[src/rtl/wmsr_pkg.sv]
// Shared types and constants of the wavetable morph sample readout.
// Used by the front, the back and the top level; depends on nothing.
package wmsr_pkg;

  // Field widths sized for the largest supported table geometry.
  localparam int ROW_W  = 18;
  localparam int SAMP_W = 12;
  localparam int FRAC_W = 16;
  localparam int VAL_W  = 16;

  // Queue depths between the parts.
  localparam int CMD_DEPTH = 4;
  localparam int RES_DEPTH = 4;

  // One classified word as it travels from the front to the back.
  typedef struct packed {
    logic                    render;
    logic                    wr_ok;
    logic [ROW_W-1:0]        row_a;
    logic [ROW_W-1:0]        row_b;
    logic [SAMP_W-1:0]       samp_a;
    logic [SAMP_W-1:0]       samp_b;
    logic [FRAC_W-1:0]       sfrac;
    logic [FRAC_W-1:0]       ffrac;
    logic [VAL_W-1:0]        wvalue;
  } cmd_t;

endpackage

[src/rtl/wmsr_front.sv]
// Front part: clamps the table index, splits morph position and phase into
// indices and fractions, and forms store rows. Depends on wmsr_pkg.
module wmsr_front #(
  parameter int TABLES     = 64,
  parameter int FRAMES     = 16,
  parameter int FRAME_SIZE = 256
) (
  input  logic [6:0]      table_count,
  input  logic            func,
  input  logic [5:0]      table_index,
  input  logic [3:0]      frame_index,
  input  logic [7:0]      sample_index,
  input  logic [15:0]     write_value,
  input  logic [16:0]     position,
  input  logic [31:0]     phase,
  output wmsr_pkg::cmd_t  cmd
);

  localparam int CW = ($clog2(TABLES + 1) > 7) ? $clog2(TABLES + 1) : 7;
  localparam int RW = wmsr_pkg::ROW_W;

  logic [CW-1:0] cnt;
  logic [CW-1:0] idx;
  logic [CW-1:0] tsel;
  logic [RW-1:0] base;
  logic [16:0]   pos_c;
  logic [24:0]   fp;
  logic [8:0]    fa;
  logic [8:0]    fb;
  logic [44:0]   rp;
  logic [12:0]   sa;
  logic [12:0]   sa_inc;
  logic [12:0]   sb;

  always_comb begin
    cnt = CW'(table_count);
    priority if (cnt == '0) begin
      cnt = CW'(1);
    end else if (cnt > CW'(TABLES)) begin
      cnt = CW'(TABLES);
    end
    idx  = CW'(table_index);
    tsel = (idx > cnt - CW'(1)) ? cnt - CW'(1) : idx;
    base = RW'(tsel) * RW'(FRAMES);
  end

  // Morph position picks two neighboring frames; the upper one stops at the
  // last frame.
  always_comb begin
    pos_c = (position > 17'd65536) ? 17'd65536 : position;
    fp    = 25'(pos_c) * 25'(FRAMES - 1);
    fa    = fp[24:16];
    if (fa > 9'(FRAMES - 1)) begin
      fa = 9'(FRAMES - 1);
    end
    fb = fa + 9'd1;
    if (fb > 9'(FRAMES - 1)) begin
      fb = 9'(FRAMES - 1);
    end
  end

  // Phase scaled by the frame size: the integer part is the sample, which
  // wraps to the first sample after the last.
  always_comb begin
    rp     = 45'(phase) * 45'(FRAME_SIZE);
    sa     = rp[44:32];
    sa_inc = sa + 13'd1;
    sb     = (sa_inc >= 13'(FRAME_SIZE)) ? 13'd0 : sa_inc;
  end

  always_comb begin
    cmd.render = func;
    cmd.wr_ok  = (9'(frame_index) < 9'(FRAMES)) && (13'(sample_index) < 13'(FRAME_SIZE));
    cmd.row_a  = func ? base + RW'(fa) : base + RW'(frame_index);
    cmd.row_b  = base + RW'(fb);
    cmd.samp_a = func ? sa[11:0] : 12'(sample_index);
    cmd.samp_b = sb[11:0];
    cmd.sfrac  = rp[31:16];
    cmd.ffrac  = fp[15:0];
    cmd.wvalue = write_value;
  end

endmodule

[config.mk]
export PLATFORM = sky130hd
export DESIGN_NAME = wmsr_front
export DESIGN_NICKNAME = d
export VERILOG_FILES = /design/src/rtl/wmsr_pkg.sv /design/src/rtl/wmsr_front.sv
export SDC_FILE = /design/constraint.sdc
export NUM_CORES = 1
export LEC_CHECK = 0
export ABC_AREA = 1
export ABC_CLOCK_PERIOD_IN_PS = 15300
export BUFFER_PORTS_ARGS = -buffer_cell sky130_fd_sc_hd__clkbuf_2
export CORE_ASPECT_RATIO = 1.75
export CORE_MARGIN = 2
export CORE_UTILIZATION = 52
export DETAILED_ROUTE_END_ITERATION = 12
export PLACE_DENSITY = 0.95
export SYNTH_ARGS = -nofsm -noshare
export SYNTH_HDL_FRONTEND = slang
export SYNTH_SLANG_ARGS = --single-unit
[constraint.sdc]
create_clock -name vclk -period 15.3
set_input_delay 2.295 -clock vclk [all_inputs]
set_output_delay 2.295 -clock vclk [all_outputs]
set_load 0.03 [all_outputs]
### Word level (Yosys, flattened, before mapping)

Index checks and enable logic that the tools add are counted.

| operators by class | value |
|---|---|
| multiplexer cells | 9 |
| multiply operators | 1 |
| $add $sub $neg | 6 |
| reductions and logical operators | 1 |
| magnitude comparators | 6 |

Operators with widths:

| kind | count |
|---|---|
| $add A11 B9 Y12 | 2 |
| $mul A17 B4 Y21 const B | 1 |
| $mux W7 | 3 |
| $mux W9 | 2 |
| $gt A17 B17 Y1 const B | 1 |
| $mux W17 | 1 |
| $add A11 B4 Y12 | 1 |
| $mux W12 | 1 |
| $add A8 B1 Y9 const B | 1 |
| $add A9 B1 Y9 const B | 1 |
| $ge A9 B9 Y1 const B | 1 |
| $gt A9 B4 Y1 const B | 1 |
| $mux W8 | 1 |
| $gt A6 B7 Y1 | 1 |
| $gt A7 B7 Y1 const B | 1 |
| $logic_not A7 Y1 | 1 |
| $sub A7 B1 Y7 const B | 1 |
| $gt A5 B4 Y1 const B | 1 |
| $mux W5 | 1 |

| word-level totals | value |
|---|---|
| output and inout port bits | 110 |
| register bits | 0 |
| input port bits | 91 |
| logic and storage cells | 23 |

### Logic depth before layout (Yosys ltp)

Gate-level depths: netlist (run 1).

| depth | value |
|---|---|
| depth in word-level cells | 9 |
| gate-level depth with buffers | 33 |
| depth with buffers taken out | 33 |

### Least setup slack after synthesis (run 1)

OpenSTA, ideal clock, no wires.

| timing | value |
|---|---|
| kind | in2out |
| start | in position[3] |
| end | out cmd[72] in the netlist's numbering |
| stages | 28 |
| setup slack | 6.324 ns |
| arrival | 6.681 ns |
| required time | 13.005 ns |
| path buffers | 0 |
| cells stage by stage | inv_1 > nand2_1 > nor4_1 > nand4_1 > nand2_1 > inv_1 > nor2_1 > fa_1 > fa_1 > inv_1 > fa_1 > inv_1 > nand2_1 > nand3_1 > nand2_1 > nand2_1 > nand2_1 > nand2_1 > inv_1 > nor2_1 > inv_1 > ha_1 > inv_1 > nor2_1 > nand2_1 > nor2_1 > nand2_1 > nand3_1 |

RTL lines:

| element | RTL line | source |
|---|---|---|
| start: declaration | wmsr_front.sv:14 | `input logic [16:0] position,` |
| end: declaration | wmsr_front.sv:16 | `output wmsr_pkg::cmd_t cmd` |

==> out/results.tsv, run 1 <==
stage	metric	value	unit
status	outcome	finished clean	
floorplanning	die_w	67.6	um
pwr	switching_share	69.7	%
logic_synthesis	netlist_area	3680	sq um
cells_and_area	syn_to_final_growth	7.37	%
setup_path	path_max_fanout	15	
pwr	pwr-share-comb	100.0	%
placement	port_buffers	104	
sta	worst_pin_slew	0.547	ns
logic_synthesis	yosys_warnings	0	
sta	finalMaxSlewViolations	0	
cells_and_area	seq_area	0	sq um
sta	rsz0062_at_grt	false	
cells_and_area	nets	837	
logic_synthesis	synth_top_area_share	16.2	%
pwr	power-per-cell-area	90.2	nW/um^2
sta	finalCritPeriodShare	64.6	%
grt	grt_usage	21.5	%
cts	cts_resized	0	
logic_synthesis	post-synth-top-count-cell	nand2_1	
cts	hold_buffers	0	
sta	finalSetupViolCount	0	
grt	grt_max_degree	18	
logic_synthesis	synthTopCellsByArea	nand2_1 16%, ha_1 15%, fa_1 13%, inv_1 12%, buf_4 11%	
drt	drc	0	
floorplanning	die_y	115	um
setup_path	path_class	in -> out	
drt	drtAntennaViolNets	0	
setup_path	critPathBufInv	10	
sta	layout_min_cycle_time	9.88	ns
setup_path	slowest_stage	fa_1	
grt	overflow	0	
placement	gp_congestion	0.853	
grt	antenna_found_initial	0	
logic_synthesis	yosys.area.top_type	nand2_1	
cells_and_area	seq_cells	0	
drt	post_drt_wl_per_cell	11.1	um
setup_path	end_kind	output port	
setup_path	start_kind	input port	
setup_path	slowest_delay	0.54	ns
placement	dp_hpwl	7740	um
pwr	power_frac_clock	0	%
setup_path	cp.arrival	7.58	ns
worst_hold_path	worst_hold_path_type	in -> out	
cells_and_area	design_area	3960	sq um
job	cap_violations	0	
sta	hold_violations	0	
logic_synthesis	syn_avg_cell_area	6.05	sq um
sta	fin_setup_tns	0	ns
setup_path	crit_family	simple AND/OR/NAND/NOR gates	
pwr	p_int	108	uW
floorplanning	io_pins	201	
grt	grt_pass1_wl	13500	um
logic_synthesis	synth_commonest_cells	159 x nand2_1, 122 x inv_1, 56 x buf_4	
pwr	power_frac_seq	0	%
sta	slew_headroom	63.4	%
grt	grt_pass1_vias	3468	
floorplanning	core_area	6860	sq um
cts	post_cts_buffers	0	
drt	vias	3796	
placement	placed_area	3960	sq um
cells_and_area	diodes	0	
drt	drt-initial-drc-count	111	
drt	first_pass_iters	4	
cells_and_area	clkbuf_count	0	
floorplanning	row_count	40	
logic_synthesis	synth_seq_area_share	0	%
pwr	leakage	0.00253	uW
drt	routed_wl	8480	um
cells_and_area	drive_gt1_share	17.9	%
floorplanning	die-area	7800	sq um
drt	vias_per_cell	4.99	
setup_path	crit_top_cell	nand2_1	
floorplanning	start_util	53.7	%
sta	max_freq	101	MHz
pwr	peakVddDrop	79.3	uV
logic_synthesis	synthDistinctLibCells	36	
setup_path	crit_required	13.01	ns
logic_synthesis	synthCells	609	
pwr	power_switching	249	uW
-- worst paths after layout --
check | startpoint | to | slack, ns | cells past startpoint
min | write_value[14] | cmd[14] | 4.59 | 0
max | position[3] | cmd[72] | 5.42 | 32
-- logic make-up (layout without fill, tap and decap cells) --
group	after synthesis	after routing	synth area share (%)
and+or+nand+nor	268	268	30.6
buffers and inverters	184	227	24.7
adders and majority gates	67	67	27.6
AOI/OAI and AO/OA	57	57	9.51
xor gates and xnor gates	31	31	7.37
other	2	27	0.204
-- power groups by stage --
stage	clock [uW]	sequential [uW]	combinational [uW]
final	0	0	357
after floorplan	0	0	290
after global placement	0	0	348
after CTS	0	0	358
after detailed placement	0	0	356
after global routing	0	0	398
-- metrics by stage --
step / hold slack (ns) / setup slack [ns] / total power [uW] / util (%) / cells
detailed placement: 4.59 / 5.42 / 356 / 57.7 / 761
floorplan: 4.70 / 6.32 / 290 / - / 634
global placement: 4.59 / 5.50 / 348 / 57.7 / 761
CTS: 4.59 / 5.42 / 358 / 57.7 / 761
finish: 4.59 / 5.42 / 357 / 57.7 / 761
global route: 4.59 / 4.71 / 398 / 57.7 / 761
-- cells in the final DEF, fill, tap and decap left out, types with 9 or more instances in the layout --
cell type  netlist  layout
clkbuf_2         0     104
nand3_1         30      30
nand2_1        159     159
a21oi_1         23      23
xnor2_1          9       9
ha_1            43      43
o21ai_0         15      15
nor2_1          53      53
inv_1          122     122
fa_1            24      24
xor2_1          22      22
conb_1           2      27
-- layout make-up --
cell class | instances | area (sq um)
fillers | 655 | 2900
inverters | 123 | 462
multi-input cells | 450 | 2870
well taps | 84 | 105
repair buffers | 104 | 520
-- per-layer routing --
layer	track usage (%)	wire, um	vias to the layer above
met5	0	0	-
met3	1.96	508	25
met4	5.17	212	0
met2	45.8	4710	139
li1	-	-	1923
met1	20.2	3040	1709
(Power assumes the default switching activity.)
==> inputs of run 2 (changes only) <==
- ABC_CLOCK_PERIOD_IN_PS: 15300 -> 9300
- CORE_UTILIZATION: 52 -> 48
- PLACE_DENSITY: 0.95 -> 0.91
- clock period: 15.3 -> 9.3 ns (I/O delays scaled with it)
==> run 2 against run 1 <==
First-iteration DRC count down 34%. Highest routed layer unchanged. Via count down 2.0%. Cell count up 0.53%. Die area up 7.9%.
==> out/results.tsv, run 2 (synthesis gave the netlist of run 1 again) <==
stage	metric	value	unit	change
status	outcome	finished clean		unchanged
floorplanning	io_pins	201		unchanged
cells_and_area	seq_cells	0		unchanged
drt	first_pass_iters	4		unchanged
floorplanning	die-area	8420	sq um	was 7800 sq um
setup_path	cp.arrival	6.82	ns	was 7.58 ns
drt	drt-initial-drc-count	73		was 111
grt	grt_pass1_vias	3588		was 3468
grt	grt_usage	19.9	%	was 21.5%
setup_path	start_kind	input port		unchanged
drt	met2_length	4680	um	was 4710 um
cells_and_area	final_common_cell	nand2_1		unchanged
drt	drtAntennaViolNets	0		unchanged
pwr	leakage	0.00253	uW	unchanged
setup_path	crit_top_cell	nand2_1		unchanged
setup_path	crit_family	simple AND/OR/NAND/NOR gates		unchanged
pwr	power	584	uW	was 357 uW
floorplanning	die_w	70.2	um	was 67.6 um
cts	post_cts_buffers	0		unchanged
cells_and_area	clkbuf_count	0		unchanged
floorplanning	core_area	7510	sq um	was 6860 sq um
floorplanning	die_y	120	um	was 115 um
sta	finalCritPeriodShare	88.4	%	
setup_path	end_kind	output port		unchanged
cts	hold_buffers	0		unchanged
setup_path	slowest_stage	fa_1		unchanged
placement	gp_congestion	0.887		was 0.853
sta	worst_pin_slew	0.611	ns	was 0.547 ns
sta	finalSetupViolCount	0		unchanged
placement	port_buffers	104		unchanged
drt	vias	3721		was 3796
drt	top_layer_used	met4		unchanged
sta	slew_headroom	59.1	%	was 63.4%
setup_path	slowest_delay	0.54	ns	about the same
cells_and_area	drive_gt1_share	17.9	%	unchanged
grt	antenna_found_initial	0		unchanged
drt	wl_met3	284	um	was 508 um
grt	grt_pass1_wl	14500	um	was 13500 um
setup_path	crit_required	7.91	ns	was 13.01 ns
worst_hold_path	worst_hold_path_type	in -> out		unchanged
cells_and_area	nets	837		unchanged
cells_and_area	syn_to_final_growth	7.50	%	was 7.37%
sta	layout_min_cycle_time	8.22	ns	
grt	overflow	0		unchanged
pwr	peakVddDrop	131	uV	was 79.3 uV
floorplanning	row_count	42		was 40
cells_and_area	layout_common_cells	159 x nand2_1, 122 x inv_1, 104 x clkbuf_2		unchanged
sta	fin_setup_tns	0	ns	unchanged
drt	vias_per_cell	4.86		was 4.99
grt	grt_max_degree	18		unchanged
cells_and_area	diodes	0		unchanged
cts	cts_resized	0		unchanged
setup_path	critPathBufInv	10		unchanged
drt	routed_wl	8240	um	was 8480 um
setup_path	path_max_fanout	15		unchanged
drt	post_drt_wl_per_cell	10.8	um	was 11.1 um
floorplanning	start_util	49.0	%	was 53.7%
sta	max_freq	122	MHz	
drt	wl_met1	2980	um	was 3040 um
sta	hold_violations	0		unchanged
placement	dp_hpwl	7480	um	was 7740 um
setup_path	path_class	in -> out		unchanged
drt	drc	0		unchanged
sta	rsz0062_at_grt	false		unchanged
pwr	power-per-cell-area	147	nW/um^2	was 90.2 nW/um^2
sta	finalMaxSlewViolations	0		unchanged
job	cap_violations	0		unchanged
cells_and_area	seq_area	0	sq um	unchanged
-- run 2: cell counts in the layout (fill, tap and decap cells not counted) --
No cell type changed its count.
-- run 2: final timing paths --
path	start	end	slack, ns	cells after the start
setup / recovery	position[3]	cmd[73]	1.08	32
hold / removal	write_value[14]	cmd[14]	2.79	0
-- run 2: stage by stage --
stage | instance area [sq um] | std cells | setup slack [ns] | utilization, % | hold WS, ns
after global routing | 3960 | 765 | 0.304 | 52.7 | 2.79
after floorplan | 3780 | 634 | 2.12 | - | 2.90
after CTS | 3960 | 765 | 0.989 | 52.7 | 2.79
final | 3960 | 765 | 1.08 | 52.7 | 2.79
after detailed placement | 3960 | 765 | 0.970 | 52.7 | 2.79
after global placement | 3960 | 765 | 1.13 | 52.7 | 2.79
-- run 2: report_power, final --
| part | internal [uW] | total, uW | switching, uW |
|---|---|---|---|
| sequential | 0 | 0 | 0 |
| clock | 0 | 0 | 0 |
| combinational | 177 | 584 | 406 |
-- run 2: cell type report --
type | count | area [sq um]
inverters | 123 | 462
multi-input cells | 450 | 2870
well taps | 88 | 110
repair buffers | 104 | 520
fillers | 767 | 3550
-- run 2: per-layer routing --
layer	vias up	global-route usage (%)
li1	1926	-
met1	1659	19.8
met2	104	41.7
met3	32	0.924
met4	0	6.73
met5	-	0
