===== src/rtl/wmsr_fifo.sv =====
// Small synchronous queue with registered storage and a count.
// Generic; depends on nothing. DEPTH must be a power of two.
module wmsr_fifo #(
  parameter int WIDTH = 16,
  parameter int DEPTH = 4
) (
  input  logic             clk,
  input  logic             rst,
  input  logic             push,
  input  logic [WIDTH-1:0] wdata,
  input  logic             pop,
  output logic [WIDTH-1:0] rdata,
  output logic             full,
  output logic             empty
);

  localparam int PW = (DEPTH > 1) ? $clog2(DEPTH) : 1;
  localparam int CW = $clog2(DEPTH + 1);

  logic [WIDTH-1:0] store [DEPTH];
  logic [PW-1:0]    wr_ptr;
  logic [PW-1:0]    rd_ptr;
  logic [CW-1:0]    count;
  logic             do_push;
  logic             do_pop;

  assign full    = (count == CW'(DEPTH));
  assign empty   = (count == '0);
  assign do_push = push && !full;
  assign do_pop  = pop && !empty;
  assign rdata   = store[rd_ptr];

  always_ff @(posedge clk) begin
    if (do_push) begin
      store[wr_ptr] <= wdata;
    end
  end

  always_ff @(posedge clk) begin
    if (rst) begin
      wr_ptr <= '0;
      rd_ptr <= '0;
      count  <= '0;
    end else begin
      if (do_push) begin
        wr_ptr <= wr_ptr + PW'(1);
      end
      if (do_pop) begin
        rd_ptr <= rd_ptr + PW'(1);
      end
      if (do_push && !do_pop) begin
        count <= count + CW'(1);
      end else if (do_pop && !do_push) begin
        count <= count - CW'(1);
      end
    end
  end

endmodule


===== config.mk =====
export PLATFORM = sky130hd
export DESIGN_NAME = wmsr_fifo
export DESIGN_NICKNAME = d
export VERILOG_FILES = /design/src/rtl/wmsr_fifo.sv
export SDC_FILE = /design/constraint.sdc
export NUM_CORES = 1
export LEC_CHECK = 0
export BUFFER_PORTS_ARGS = -buffer_cell sky130_fd_sc_hd__buf_2
export CORE_MARGIN = 10
export CORE_UTILIZATION = 51
export CTS_CLUSTER_SIZE = 14
export DETAILED_ROUTE_END_ITERATION = 12
export GPL_TIMING_DRIVEN = 0
export PLACE_DENSITY = 0.72
export SETUP_SLACK_MARGIN = 0.15
export SYNTH_ARGS = -nofsm -noshare
export SYNTH_HDL_FRONTEND = slang
export SYNTH_SLANG_ARGS = --single-unit
export TNS_END_PERCENT = 1

===== constraint.sdc =====
create_clock -name clk -period 2 [get_ports clk]
set_clock_uncertainty 0.1 [all_clocks]
set_input_delay 0.3 -clock clk [delete_from_list [all_inputs] [get_ports clk]]
set_output_delay 0.3 -clock clk [all_outputs]
set_load 0.02 [all_outputs]

== Yosys cells after proc, flatten, opt, wreduce, memory -nomap -nowiden ==
Memories as Yosys holds them, arrays and structs flattened. A register that Yosys moved wholly into a read port is not among the register bits.
Index checks and enable logic that the tools add are counted.
Widths: inputs -> output; s select.
Storage, ports and cells
  memories: 1
  bits in registers: 7
  bits in writable memories: 64
  word-level logic and storage cells: 25
Cells by class
  add/subtract/negate cells: 4
  eq/ne operators: 1
  reduce and logical (&&, ||, !) cells: 10
  multiplexer cells: 6
Memories
  store: depth 4, bits a word 16, rd ports 1, clocked after Yosys merged registers in 1, write ports 1, line 20  | logic [WIDTH-1:0] store [DEPTH];
Operators by type and width (count)
  $mux 3: 2
  $add 2x1->2 const B: 2
  $logic_and 1x1->1: 4
  $logic_not 1->1: 4
  $mux 2: 2
  $add 3x1->3 const B: 1
  $eq 3x3->1 const B: 1
  $logic_not 3->1: 1
  $sub 3x1->3 const B: 1
  $mux 1: 2
  $reduce_bool 2->1: 1

== Depth between registers and ports, before layout ==
Gate-level depths: netlist of the first run.
  depth in word-level cells: 7
  depth in mapped cells: 8
  mapped depth without buffers: 8

== Worst setup path after synthesis of the first run ==
No wires, ideal clock.
  path kind: reg2reg
  start: reg count[0]
  end: reg count[2]
  clock period less this slack: 2.114 ns
  path buffers: 0
  stages on the path, launching flop included: 9
  data arrival time: 1.944 ns
  setup slack: -0.114 ns
  path through: dfxtp_1 nor3b_2 nor2_2 ha_1 inv_1 fa_1 xor2_1 or3_1 a21oi_1
Between the ends
  word-level cells in the longest chain between the ends: 6
  elaborated cells between the ends (all ways): 15
RTL lines
  from (decl): line 23  | logic [CW-1:0] count;
  from (signal assigned): line 52  | count <= count + CW'(1);
  from (signal assigned): line 54  | count <= count - CW'(1);
  $eq 3x3->1 *: line 27  | assign full = (count == CW'(DEPTH));
  named net full: line 13  | output logic full,
  $logic_not 1->1 *: line 29  | assign do_push = push && !full;
  $logic_and 1x1->1 *: line 29
  named net do_push: line 24  | logic do_push;
  $logic_not 1->1: line 53  | end else if (do_pop && !do_push) begin
  $logic_and 1x1->1: line 53
  $reduce_bool 2->1 (no line)
Mark *: on every way through the listed nets, which the timed path passes. The rest lies on a longest branch. The select of a mux whose other input is x is not followed.
A chain may end at the register's enable or synchronous reset.

== Final worst setup path of the first run ==
  start: reg count[2]
  end: reg count[2]
Between the ends
  word-level cells in the longest chain between the ends: 6
  elaborated cells between the ends (all ways): 15
RTL lines
  parallel branches: the longest is 6 deep, another holds $sub 3x1->3
Parallel ways; which one is timed is not known. The select of a mux whose other input is x is not followed.

==> flow_summary.yaml, run 1 <==
yosys:
  synth_area_per_cell_um2: 21.17
  synth_xor_area_share_pct: 1.254
  largest_family_of_logic_cells_by_synthesized_area: "multiplexers"
  synthesis.instances: 132
  synth.mux.area_fraction_pct: 13.61
  ys_seq_area_share_pct: 75.24
  ys_seq_elements: 73
  synth.cell_area_um2: 2794
  postSynthNetCount: 158
  post_synth_and_or_nand_nor_area_fraction_pct: 3.314
  distinct_cells_synth: 23
  yosys.area_share.adder_pct: 2.956
  synth_compound_area_share_pct: 1.478
  total_of_warnings_raised_by_yosys: 0
run:
  maxCapViolCount: 0
clocking:
  post_cts_hold_buffer_count: 0
  cts_max_path_buffers: 2
  worst_setup_hold_path_clk_slew_ns: 0.08
  cts_tree: "yes"
  clock_sink_count: 73
  clk-insertion-delay-late_ns: 0.33
  clock_buffers_created_by_tritoncts: 9
  h-tree-depth: 3
  clock_tree.root_cell: "sky130_fd_sc_hd__clkbuf_8"
worst_setup_path:
  cp-start-kind: "flop"
  rr_worst_depth: 7
  reg2reg_from: "count[2]"
  cp_num_buf_inv: 1
  worstPathRequired_ns: 2.16
  crit_path_max_incr_delay_ns: 0.37
  cell_class_contributing_the_biggest_share_of_worst_path_delay: "adder cells"
  worst_r2r_endpoint: "count[2]"
  crit_chain: "o31ai_4 > ha_2 > inv_2 > fa_2 > xor2_1 > or3_1 > a21oi_1"
  crit_fanout: 6
  rrSetupSlack_ns: -0.04
  timing.critical_path.arrival_ns: 2.19
  worstSetupEndpointType: "flop"
  timing_worst_setup_path_type: "reg2reg"
  critPathSlowestCell: "sky130_fd_sc_hd__dfxtp_4"
sta:
  worst_slew_pin_slew_ns: 0.4513
  holdWs_ns: 0.07515
  finalSetupViolations: 1
  hold_viol: 0
  rsz0062_at_grt: "true"
  maxClockFrequency_mhz: 491.3
  setup_slack_ns: -0.03527
  worst_relative_slew_slack_pct: 69.91
  setup_tns_ns: -0.03527
  final_period_minus_worst_setup_slack_ns: 2.035
  drv_slew: 0
  timing.final.crit_share_pct: 101.8
pwr:
  total_power_mw: 4.762
  power.static_leakage_nw: 1.233
  power-per-cell-area_nw_per_um2: 1364
  peakVddDrop_v: 0.0009405
grt:
  pin_count_of_the_biggest_net_entering_global_routing: 17
  antenna_found_initial: 0
  wire_length_of_the_first_global_routing_pass_mm: 7.976
  grt-ovfl-total: 0
  grt_use_total_pct: 12.28
  first_global_vias: 1544
layout:
  diodes: 0
  final_common_cell: "sky130_fd_sc_hd__edfxtp_1"
  nFillCells: 346
  final_core_utilization_pct: 67.04
  final_net_count: 212
  fin_area_um2: 3490
  area_delta_synth_final_pct: 24.90
  most-common-layout-cells: "64 x sky130_fd_sc_hd__edfxtp_1, 27 x sky130_fd_sc_hd__buf_2, 16 x sky130_fd_sc_hd__mux4_2, 11 x sky130_fd_sc_hd__buf_6, 9 x sky130_fd_sc_hd__clkbuf_8"
  finalNonFillerCells: 261
  final_layout_size_suffix_gt1_share_pct: 48.69
die:
  floorplan.initialDensity_pct: 53.68
  fp.dieArea_um2: 8839
  chip_width_um: 94.02
  die_y_um: 94.02
  rows: 26
  ios: 38
  fp.coreArea_um2: 5205
route:
  post_detailed_route_wirelength_per_cell_um: 19.15
  viasPerCell: 5.280
  detailroute.wirelength.met2_mm: 2.680
  met1_length_mm: 1.916
  total_vias_in_the_final_route: 1378
  antenna_left: 0
  drt-pass1-iter-count: 4
  drc_errors: 0
  detailedRoute.firstIterationViolations: 100
  route.top_layer_used: "met4"
  wl_met3_um: 294
  drt_wl_total_mm: 4.999
worst_hold_path:
  worst_hold_launch: "wdata[9]"
  worst_hold_path.endpoint: "store[3][9]"
  min_path_type: "in2reg"
  worstHoldPathCells: 1
placed_design:
  detailed_place_hpwl_mm: 3.212
  place_congestion: 0.6941
  placed_area_um2: 3077
  placement.setup.worst_slack_ns: -0.1535
  place.detailed.instances: 238
  place.port_buffers: 36
run_status:
  violations: "negative setup slack"
  outcome: "finished, violations left"
## cell type report
cell class	count	area [µm²]	area share [%]
clock buffers	9	123.9	3.550
plain buffers	5	51.30	1.470
flip-flops and latches	73	2112	60.52
well taps	70	87.58	2.510
clock inverters	7	118.9	3.406
repair buffers	43	319.1	9.143
multi-input cells	50	661.9	18.97
inverters	4	15.01	0.4303
## power breakdown
| group | total (mW) | internal (mW) | switching [mW] | leakage (nW) |
|---|---|---|---|---|
| sequential | 1.96 | 1.85 | 0.103 | 0.663 |
| combinational | 1.45 | 0.757 | 0.690 | 0.456 |
| clock | 1.36 | 0.827 | 0.530 | 0.115 |
## how the worst max path moves through the flow
stage / from / end / slack (ns) / cells after the start
after detailed placement: count[1] / count[2] / -0.15 / 7
after global placement: count[2] / count[2] / -0.03 / 8
after floorplan: count[2] / count[2] / 0.01 / 8
final: count[2] / count[2] / -0.04 / 7
after CTS: flop / rdata[2] / -0.02 / 4
after global routing: count[2] / count[2] / -0.09 / 7
## synthesized netlist by cell type
master                     number  area share, %
sky130_fd_sc_hd__a21oi_1        2           0.36
sky130_fd_sc_hd__and2_1         4           0.90
sky130_fd_sc_hd__buf_12         1           0.72
sky130_fd_sc_hd__buf_2          2           0.36
sky130_fd_sc_hd__buf_6          1           0.40
sky130_fd_sc_hd__clkbuf_1       1           0.13
sky130_fd_sc_hd__dfxtp_1        9            6.4
sky130_fd_sc_hd__edfxtp_1      64             69
sky130_fd_sc_hd__fa_1           1           0.72
sky130_fd_sc_hd__ha_1           5            2.2
sky130_fd_sc_hd__inv_1          4           0.54
sky130_fd_sc_hd__mux2i_1        2           0.72
sky130_fd_sc_hd__mux4_2        16             13
sky130_fd_sc_hd__nand2b_1       2           0.45
sky130_fd_sc_hd__nor2_1         5           0.67
sky130_fd_sc_hd__nor2_2         1           0.22
sky130_fd_sc_hd__nor3_1         1           0.18
sky130_fd_sc_hd__nor3b_2        1           0.45
sky130_fd_sc_hd__o21ai_0        2           0.36
sky130_fd_sc_hd__o311ai_1       1           0.31
sky130_fd_sc_hd__o31ai_2        1           0.45
sky130_fd_sc_hd__or3_1          2           0.45
sky130_fd_sc_hd__xor2_1         4            1.3
## state kept, by name, indices dropped and copies added (netlist names), named ones only
| signal | flops |
|---|---|
| store | 64 |
| count | 3 |
| rd_ptr | 2 |
| wr_ptr | 2 |
## cells by family (layout without fill, tap and decap cells)
kind of cell / after synthesis / count (layout)
buffers and inverters: 9 / 68
AND/OR/NAND/NOR: 16 / 16
XOR/XNOR: 4 / 4
AO/OA/AOI/OAI: 6 / 6
multiplexers: 18 / 18
flip-flops: 73 / 73
adder cells (fa/ha/maj): 6 / 6
## routing by layer
layer	global-route usage [%]	vias up
met4	6.582	0
met5	0	-
met1	12.59	695
li1	-	632
met3	4.237	10
met2	21.49	41
## timing repair
item                       in CTS  in global routing
pin swaps                       3                  2
buffers inserted                4                  2
setup endpoints to repair      82                 34
cloned                          1                  0
resized for setup              25                  9
Note: power is estimated with default switching activity, not from simulation.
==> run 2, diff against run 1 <==
- CORE_MARGIN: 10 -> default
==> run 2 against run 1 <==
The flow still finishes with violations (negative setup slack); core utilization shrank 2.1 points; die area shrank 35%; final cell count grew 0.77%; critical endpoint unchanged; largest power group unchanged.
==> flow_summary.yaml, run 2 (synthesis results as in run 1) <==
layout:
  diodes: 0
  largest_reg_flops: 64
  max_flop_register: "store"
  area_delta_synth_final_pct: 21.00
  final_layout_size_suffix_gt1_share_pct: 47.67
  fin_area_um2: 3381
  largest_regs: "store x64, count x3"
  final_common_cell: "sky130_fd_sc_hd__edfxtp_1"
  final_net_count: 214
  final_core_utilization_pct: 64.95
  most-common-layout-cells: "64 x sky130_fd_sc_hd__edfxtp_1, 29 x sky130_fd_sc_hd__buf_2, 16 x sky130_fd_sc_hd__mux4_2, 10 x sky130_fd_sc_hd__buf_6"
worst_setup_path:
  rr_worst_depth: 7
  timing.critical_path.arrival_ns: 2.20
  worstSetupEndpointType: "flop"
  worstPathRequired_ns: 2.16
  timing_worst_setup_path_type: "reg2reg"
  reg2reg_from: "count[0]"
  cp-start-kind: "flop"
  crit_fanout: 4
  rrSetupSlack_ns: -0.04
  worst_r2r_endpoint: "count[2]"
worst_hold_path:
  worst_hold_launch: "wdata[2]"
  min_path_type: "in2reg"
  worst_hold_path.endpoint: "store[2][2]"
  worstHoldPathCells: 1
route:
  viasPerCell: 5.221
  drt_wl_total_mm: 4.639
  met1_length_mm: 1.802
  drt-pass1-iter-count: 4
  route.top_layer_used: "met4"
  detailroute.wirelength.met2_mm: 2.521
  drc_errors: 0
  antenna_left: 0
  total_vias_in_the_final_route: 1373
  post_detailed_route_wirelength_per_cell_um: 17.64
  detailedRoute.firstIterationViolations: 83
  wl_met3_um: 211
pwr:
  sequentialPowerShare_pct: 45.8
  p_sw_share_pct: 29.56
  p_int_mw: 2.998
  power.static_leakage_nw: 1.197
  switchingPower_mw: 1.258
  peakVddDrop_v: 0.0007833
  power-per-cell-area_nw_per_um2: 1259
  power.combinational.fraction_pct: 32.5
  power.share.clock_pct: 21.8
clocking:
  clock_buffers_created_by_tritoncts: 9
  clock_sink_count: 73
  h-tree-depth: 3
  cts_tree: "yes"
  cts_max_path_buffers: 2
  clk-insertion-delay-late_ns: 0.33
  clock_tree.root_cell: "sky130_fd_sc_hd__clkbuf_8"
  worst_setup_hold_path_clk_slew_ns: 0.07
die:
  die_y_um: 76.02
  floorplan.initialDensity_pct: 53.68
  fp.coreArea_um2: 5205
  rows: 26
  ios: 38
  fp.dieArea_um2: 5778
  chip_width_um: 76.02
run_status:
  outcome: "finished, violations left"
  violations: "negative setup slack"
sta:
  maxClockFrequency_mhz: 490.7
  worst_relative_slew_slack_pct: 68.69
  setup_tns_ns: -0.03808
  drv_slew: 0
  timing.final.crit_share_pct: 101.9
  hold_viol: 0
  finalSetupViolations: 1
  final_period_minus_worst_setup_slack_ns: 2.038
  setup_slack_ns: -0.03808
  worst_slew_pin_slew_ns: 0.4696
  rsz0062_at_grt: "true"
grt:
  wire_length_of_the_first_global_routing_pass_mm: 7.603
  grt_use_total_pct: 18.43
  grt-ovfl-total: 0
  first_global_vias: 1541
  antenna_found_initial: 0
  pin_count_of_the_biggest_net_entering_global_routing: 17
run:
  maxCapViolCount: 0
placed_design:
  placed_area_um2: 3077
  detailed_place_hpwl_mm: 2.985
  place.port_buffers: 36
  place_congestion: 0.7335
run 2: layer usage:
| layer | vias up | global-route usage [%] |
|---|---|---|
| met5 | - | 0 |
| met4 | 0 | 10.77 |
| met3 | 12 | 6.946 |
| met2 | 32 | 30.45 |
| met1 | 693 | 20.46 |
| li1 | 636 | - |
run 2: worst max path at each step:
stage                         from        to  cells after the start
after global placement    count[2]  count[2]                      8
after global routing      count[0]  count[2]                      7
final                     count[0]  count[2]                      7
after CTS                 count[2]  count[2]                      7
after detailed placement  count[2]  count[2]                      8
after floorplan           count[2]  count[2]                      8
run 2: per-stage QoR:
stage                     std cells  worst slack [ns]  power [mW]  hold slack (ns)
final                           263          -0.03808       4.256          0.08151
after global routing            263           -0.1245       4.468          0.05714
after CTS                       261          -0.04433       4.253          0.06599
after detailed placement        238           -0.1795       3.156           0.4189
after global placement          238          -0.02859       3.098           0.3947
after floorplan                 132          0.009522       2.828           0.2989
run 2: power groups by stage:
stage	Clock, mW	Combinational (mW)	Sequential (mW)
finish	0.927	1.38	1.95
global route	1.01	1.49	1.96
CTS	0.945	1.36	1.95
detailed placement	0	1.17	1.98
global placement	0	1.14	1.96
floorplan	0	0.879	1.95
run 2: area by class of cell:
type | count | area (µm²)
Clock inverter | 5 | 22.52
Sequential cell | 73 | 2110
Inverter | 4 | 15.01
Multi-Input combinational cell | 50 | 665.6
Tap cell | 70 | 87.58
Clock buffer | 11 | 131.4
Fill cell | 371 | 1824
Buffer | 5 | 51.30
Timing Repair Buffer | 45 | 297.8
run 2: worst max-delay path, cell delays in order, from the launching register on:
cell and delay, ns:
sky130_fd_sc_hd__dfxtp_4 0.37, sky130_fd_sc_hd__o31ai_4 0.27, sky130_fd_sc_hd__ha_2 0.24, sky130_fd_sc_hd__inv_2 0.04, sky130_fd_sc_hd__fa_2 0.32, sky130_fd_sc_hd__xor2_1 0.16
sky130_fd_sc_hd__or3_1 0.33, sky130_fd_sc_hd__a21oi_2 0.13
run 2: what timing repair did:
item                                    in CTS  in global routing
hold buffers                                 0                  0
endpoints found under the setup margin      82                 18
cloned                                       0                  0
pin swaps                                    3                  2
gates resized for setup                     24                  4
setup buffers                                7                  2
==> run 3, diff against run 2 <==
--- a/config.mk
+++ b/config.mk
@@ -11,5 +11,6 @@
 export DETAILED_ROUTE_END_ITERATION = 12
 export GPL_TIMING_DRIVEN = 0
-export PLACE_DENSITY = 0.72
+export MAX_ROUTING_LAYER = met4
+export PLACE_DENSITY_LB_ADDON = 0.12
 export SETUP_SLACK_MARGIN = 0.15
 export SYNTH_ARGS = -nofsm -noshare
==> constraint.sdc (replaced) <==
create_clock -name clk -period 2 [get_ports clk]
set_clock_uncertainty 0.1 [all_clocks]
set_input_delay 0.6 -clock clk [delete_from_list [all_inputs] [get_ports clk]]
set_output_delay 0.6 -clock clk [all_outputs]
set_load 0.02 [all_outputs]
==> run 3 against run 2 <==
Critical path type is now reg2out; clock power increased by 46%; maximum frequency shrank 11%; critical path depth down 3; sequential share of layout area shrank 1.5 points; the flow still finishes with violations (negative setup slack); highest routed layer unchanged; final area rose by 2.6%; sequential cell count is the same; count of clock-buffer cells in the layout shrank 1; critical endpoint is now rdata[9]; setup slack got worse by 0.25 ns; worst hold slack better by 0.30 ns; largest power group unchanged; die area stayed put.
==> flow_summary.yaml, run 3 (synthesis results as in run 1) <==
layout:
  final_layout_size_suffix_gt1_share_pct: 48.13
  final-seq-area_um2: 2112
  fin_area_um2: 3470
  final_core_utilization_pct: 66.66
  nFillCells: 359
  largest_regs: "store x64, count x3"
  finalNonFillerCells: 257
  largest_reg_flops: 64
  diodes: 0
  final_net_count: 208
  multiInputGateArea_um2: 671.9
  area_delta_synth_final_pct: 24.18
  final_common_cell: "sky130_fd_sc_hd__edfxtp_1"
  max_flop_register: "store"
  most-common-layout-cells: "64 x sky130_fd_sc_hd__edfxtp_1, 27 x sky130_fd_sc_hd__buf_2, 16 x sky130_fd_sc_hd__mux4_2, 13 x sky130_fd_sc_hd__buf_6, 10 x sky130_fd_sc_hd__clkbuf_8"
placed_design:
  placement.setup.worst_slack_ns: -0.2517
  placed_area_um2: 3079
  place.detailed.instances: 238
  detailed_place_hpwl_mm: 2.810
  place.port_buffers: 36
  place_congestion: 0.6481
die:
  rows: 26
  die_y_um: 76.02
  fp.coreArea_um2: 5205
  ios: 38
  chip_width_um: 76.02
  fp.dieArea_um2: 5778
  floorplan.initialDensity_pct: 53.68
worst_setup_path:
  crit_path_max_incr_delay_ns: 0.52
  cp-start-kind: "flop"
  worstSetupEndpointType: "output pin"
  worstPathRequired_ns: 1.30
  timing_worst_setup_path_type: "reg2out"
  critPathSlowestCell: "sky130_fd_sc_hd__mux4_2"
  reg2reg_from: "count[1]"
  crit_fanout: 4
  cp_num_buf_inv: 3
  cell_class_contributing_the_biggest_share_of_worst_path_delay: "multiplexers"
  cell_type_with_the_highest_occurrence_count_on_the_critical_path: "sky130_fd_sc_hd__buf_6"
  worst_r2r_endpoint: "count[2]"
  timing.critical_path.arrival_ns: 1.59
  crit_chain: "buf_6 > buf_6 > mux4_2 > buf_6"
  rrSetupSlack_ns: -0.06
  rr_worst_depth: 7
clocking:
  post_cts_hold_buffer_count: 0
  clock_sink_count: 73
  clk-insertion-delay-late_ns: 0.33
  h-tree-depth: 3
  cts_tree: "yes"
  worst_setup_hold_path_clk_slew_ns: 0.07
  cts_max_path_buffers: 2
  clock_tree.root_cell: "sky130_fd_sc_hd__clkbuf_8"
  clock_buffers_created_by_tritoncts: 9
sta:
  timing.final.crit_share_pct: 114.3
  maxClockFrequency_mhz: 437.3
  final_period_minus_worst_setup_slack_ns: 2.287
  finalSetupViolations: 17
  worst_slew_pin_slew_ns: 0.4646
  worst_relative_slew_slack_pct: 69.03
  setup_tns_ns: -4.337
  drv_slew: 0
  setup_slack_ns: -0.2867
  hold_viol: 0
  rsz0062_at_grt: "true"
  holdWs_ns: 0.3812
route:
  total_vias_in_the_final_route: 1368
  met1_length_mm: 1.817
  route.top_layer_used: "met4"
  post_detailed_route_wirelength_per_cell_um: 17.26
  viasPerCell: 5.323
  drc_errors: 0
  detailroute.wirelength.met2_mm: 2.341
  drt_wl_total_mm: 4.436
  antenna_left: 0
  drt-pass1-iter-count: 4
  wl_met3_um: 216
  detailedRoute.firstIterationViolations: 64
pwr:
  total_power_mw: 4.726
  power.share.clock_pct: 28.6
  power.combinational.fraction_pct: 30.1
  power-per-cell-area_nw_per_um2: 1362
  peakVddDrop_v: 0.0007118
  switchingPower_mw: 1.275
  p_sw_share_pct: 26.99
  power.static_leakage_nw: 1.224
  p_int_mw: 3.450
  sequentialPowerShare_pct: 41.3
worst_hold_path:
  worstHoldPathCells: 1
  worst_hold_launch: "wdata[6]"
  worst_hold_path.endpoint: "store[0][6]"
  min_path_type: "in2reg"
run:
  maxCapViolCount: 0
grt:
  wire_length_of_the_first_global_routing_pass_mm: 7.203
  antenna_found_initial: 0
  grt_use_total_pct: 18.02
  grt-ovfl-total: 0
  first_global_vias: 1463
  pin_count_of_the_biggest_net_entering_global_routing: 17
run_status:
  violations: "negative setup slack"
  outcome: "finished, violations left"
[run 3: cell types whose count changed in the layout (fill, tap and decap cells not counted), sizes merged]
cell | previous run | this run
clkbuf | 12 | 11
buf | 49 | 43
bufinv | 0 | 3
clkinv | 5 | 3
[run 3: layout make-up]
class / instances / area share [%]
Clock inverter: 6 / 3.029
Buffer: 5 / 1.479
Timing Repair Buffer: 39 / 8.330
Inverter: 4 / 0.4327
Tap cell: 70 / 2.524
Clock buffer: 10 / 3.967
Multi-Input combinational cell: 50 / 19.37
Sequential cell: 73 / 60.87
[run 3: layer usage]
layer,up-vias,global-route usage (%)
met5,-,-
met4,0,8.077
met3,6,5.389
met2,42,29.73
met1,694,20.43
li1,626,-
[run 3: what timing repair did]
action / in CTS / in global routing
hold endpoints to repair: 0 / 0
endpoints found under the setup margin: 83 / 19
cloned: 1 / 0
buffers inserted: 2 / 0
resized for setup: 30 / 5
pin swaps: 2 / 0
[run 3: how the worst max path moves through the flow]
stage | startpoint | endpoint | cells after the start
4_1_cts | flop | rdata[12] | 4
3_3_place_gp | push | count[2] | 9
5_1_grt | flop | rdata[9] | 4
3_5_place_dp | push | count[2] | 9
2_1_floorplan | push | count[2] | 8
6_report | flop | rdata[9] | 4
[run 3: worst reg2reg max path: stages (launching register included)]
cell                      delay (ns)
sky130_fd_sc_hd__dfxtp_2        0.38
sky130_fd_sc_hd__o31ai_4        0.33
sky130_fd_sc_hd__ha_4           0.19
sky130_fd_sc_hd__inv_2          0.04
sky130_fd_sc_hd__fa_2           0.35
sky130_fd_sc_hd__xor2_1         0.15
sky130_fd_sc_hd__or3_1          0.30
sky130_fd_sc_hd__a21oi_1        0.15
[run 3: power by group through the flow]
stage	Sequential [mW]	Combinational (mW)	Clock, mW
floorplan	1.95	0.885	0
global placement	1.96	1.15	0
detailed placement	1.97	1.19	0
CTS	1.94	1.43	1.38
global route	1.97	1.53	1.44
finish	1.95	1.42	1.35
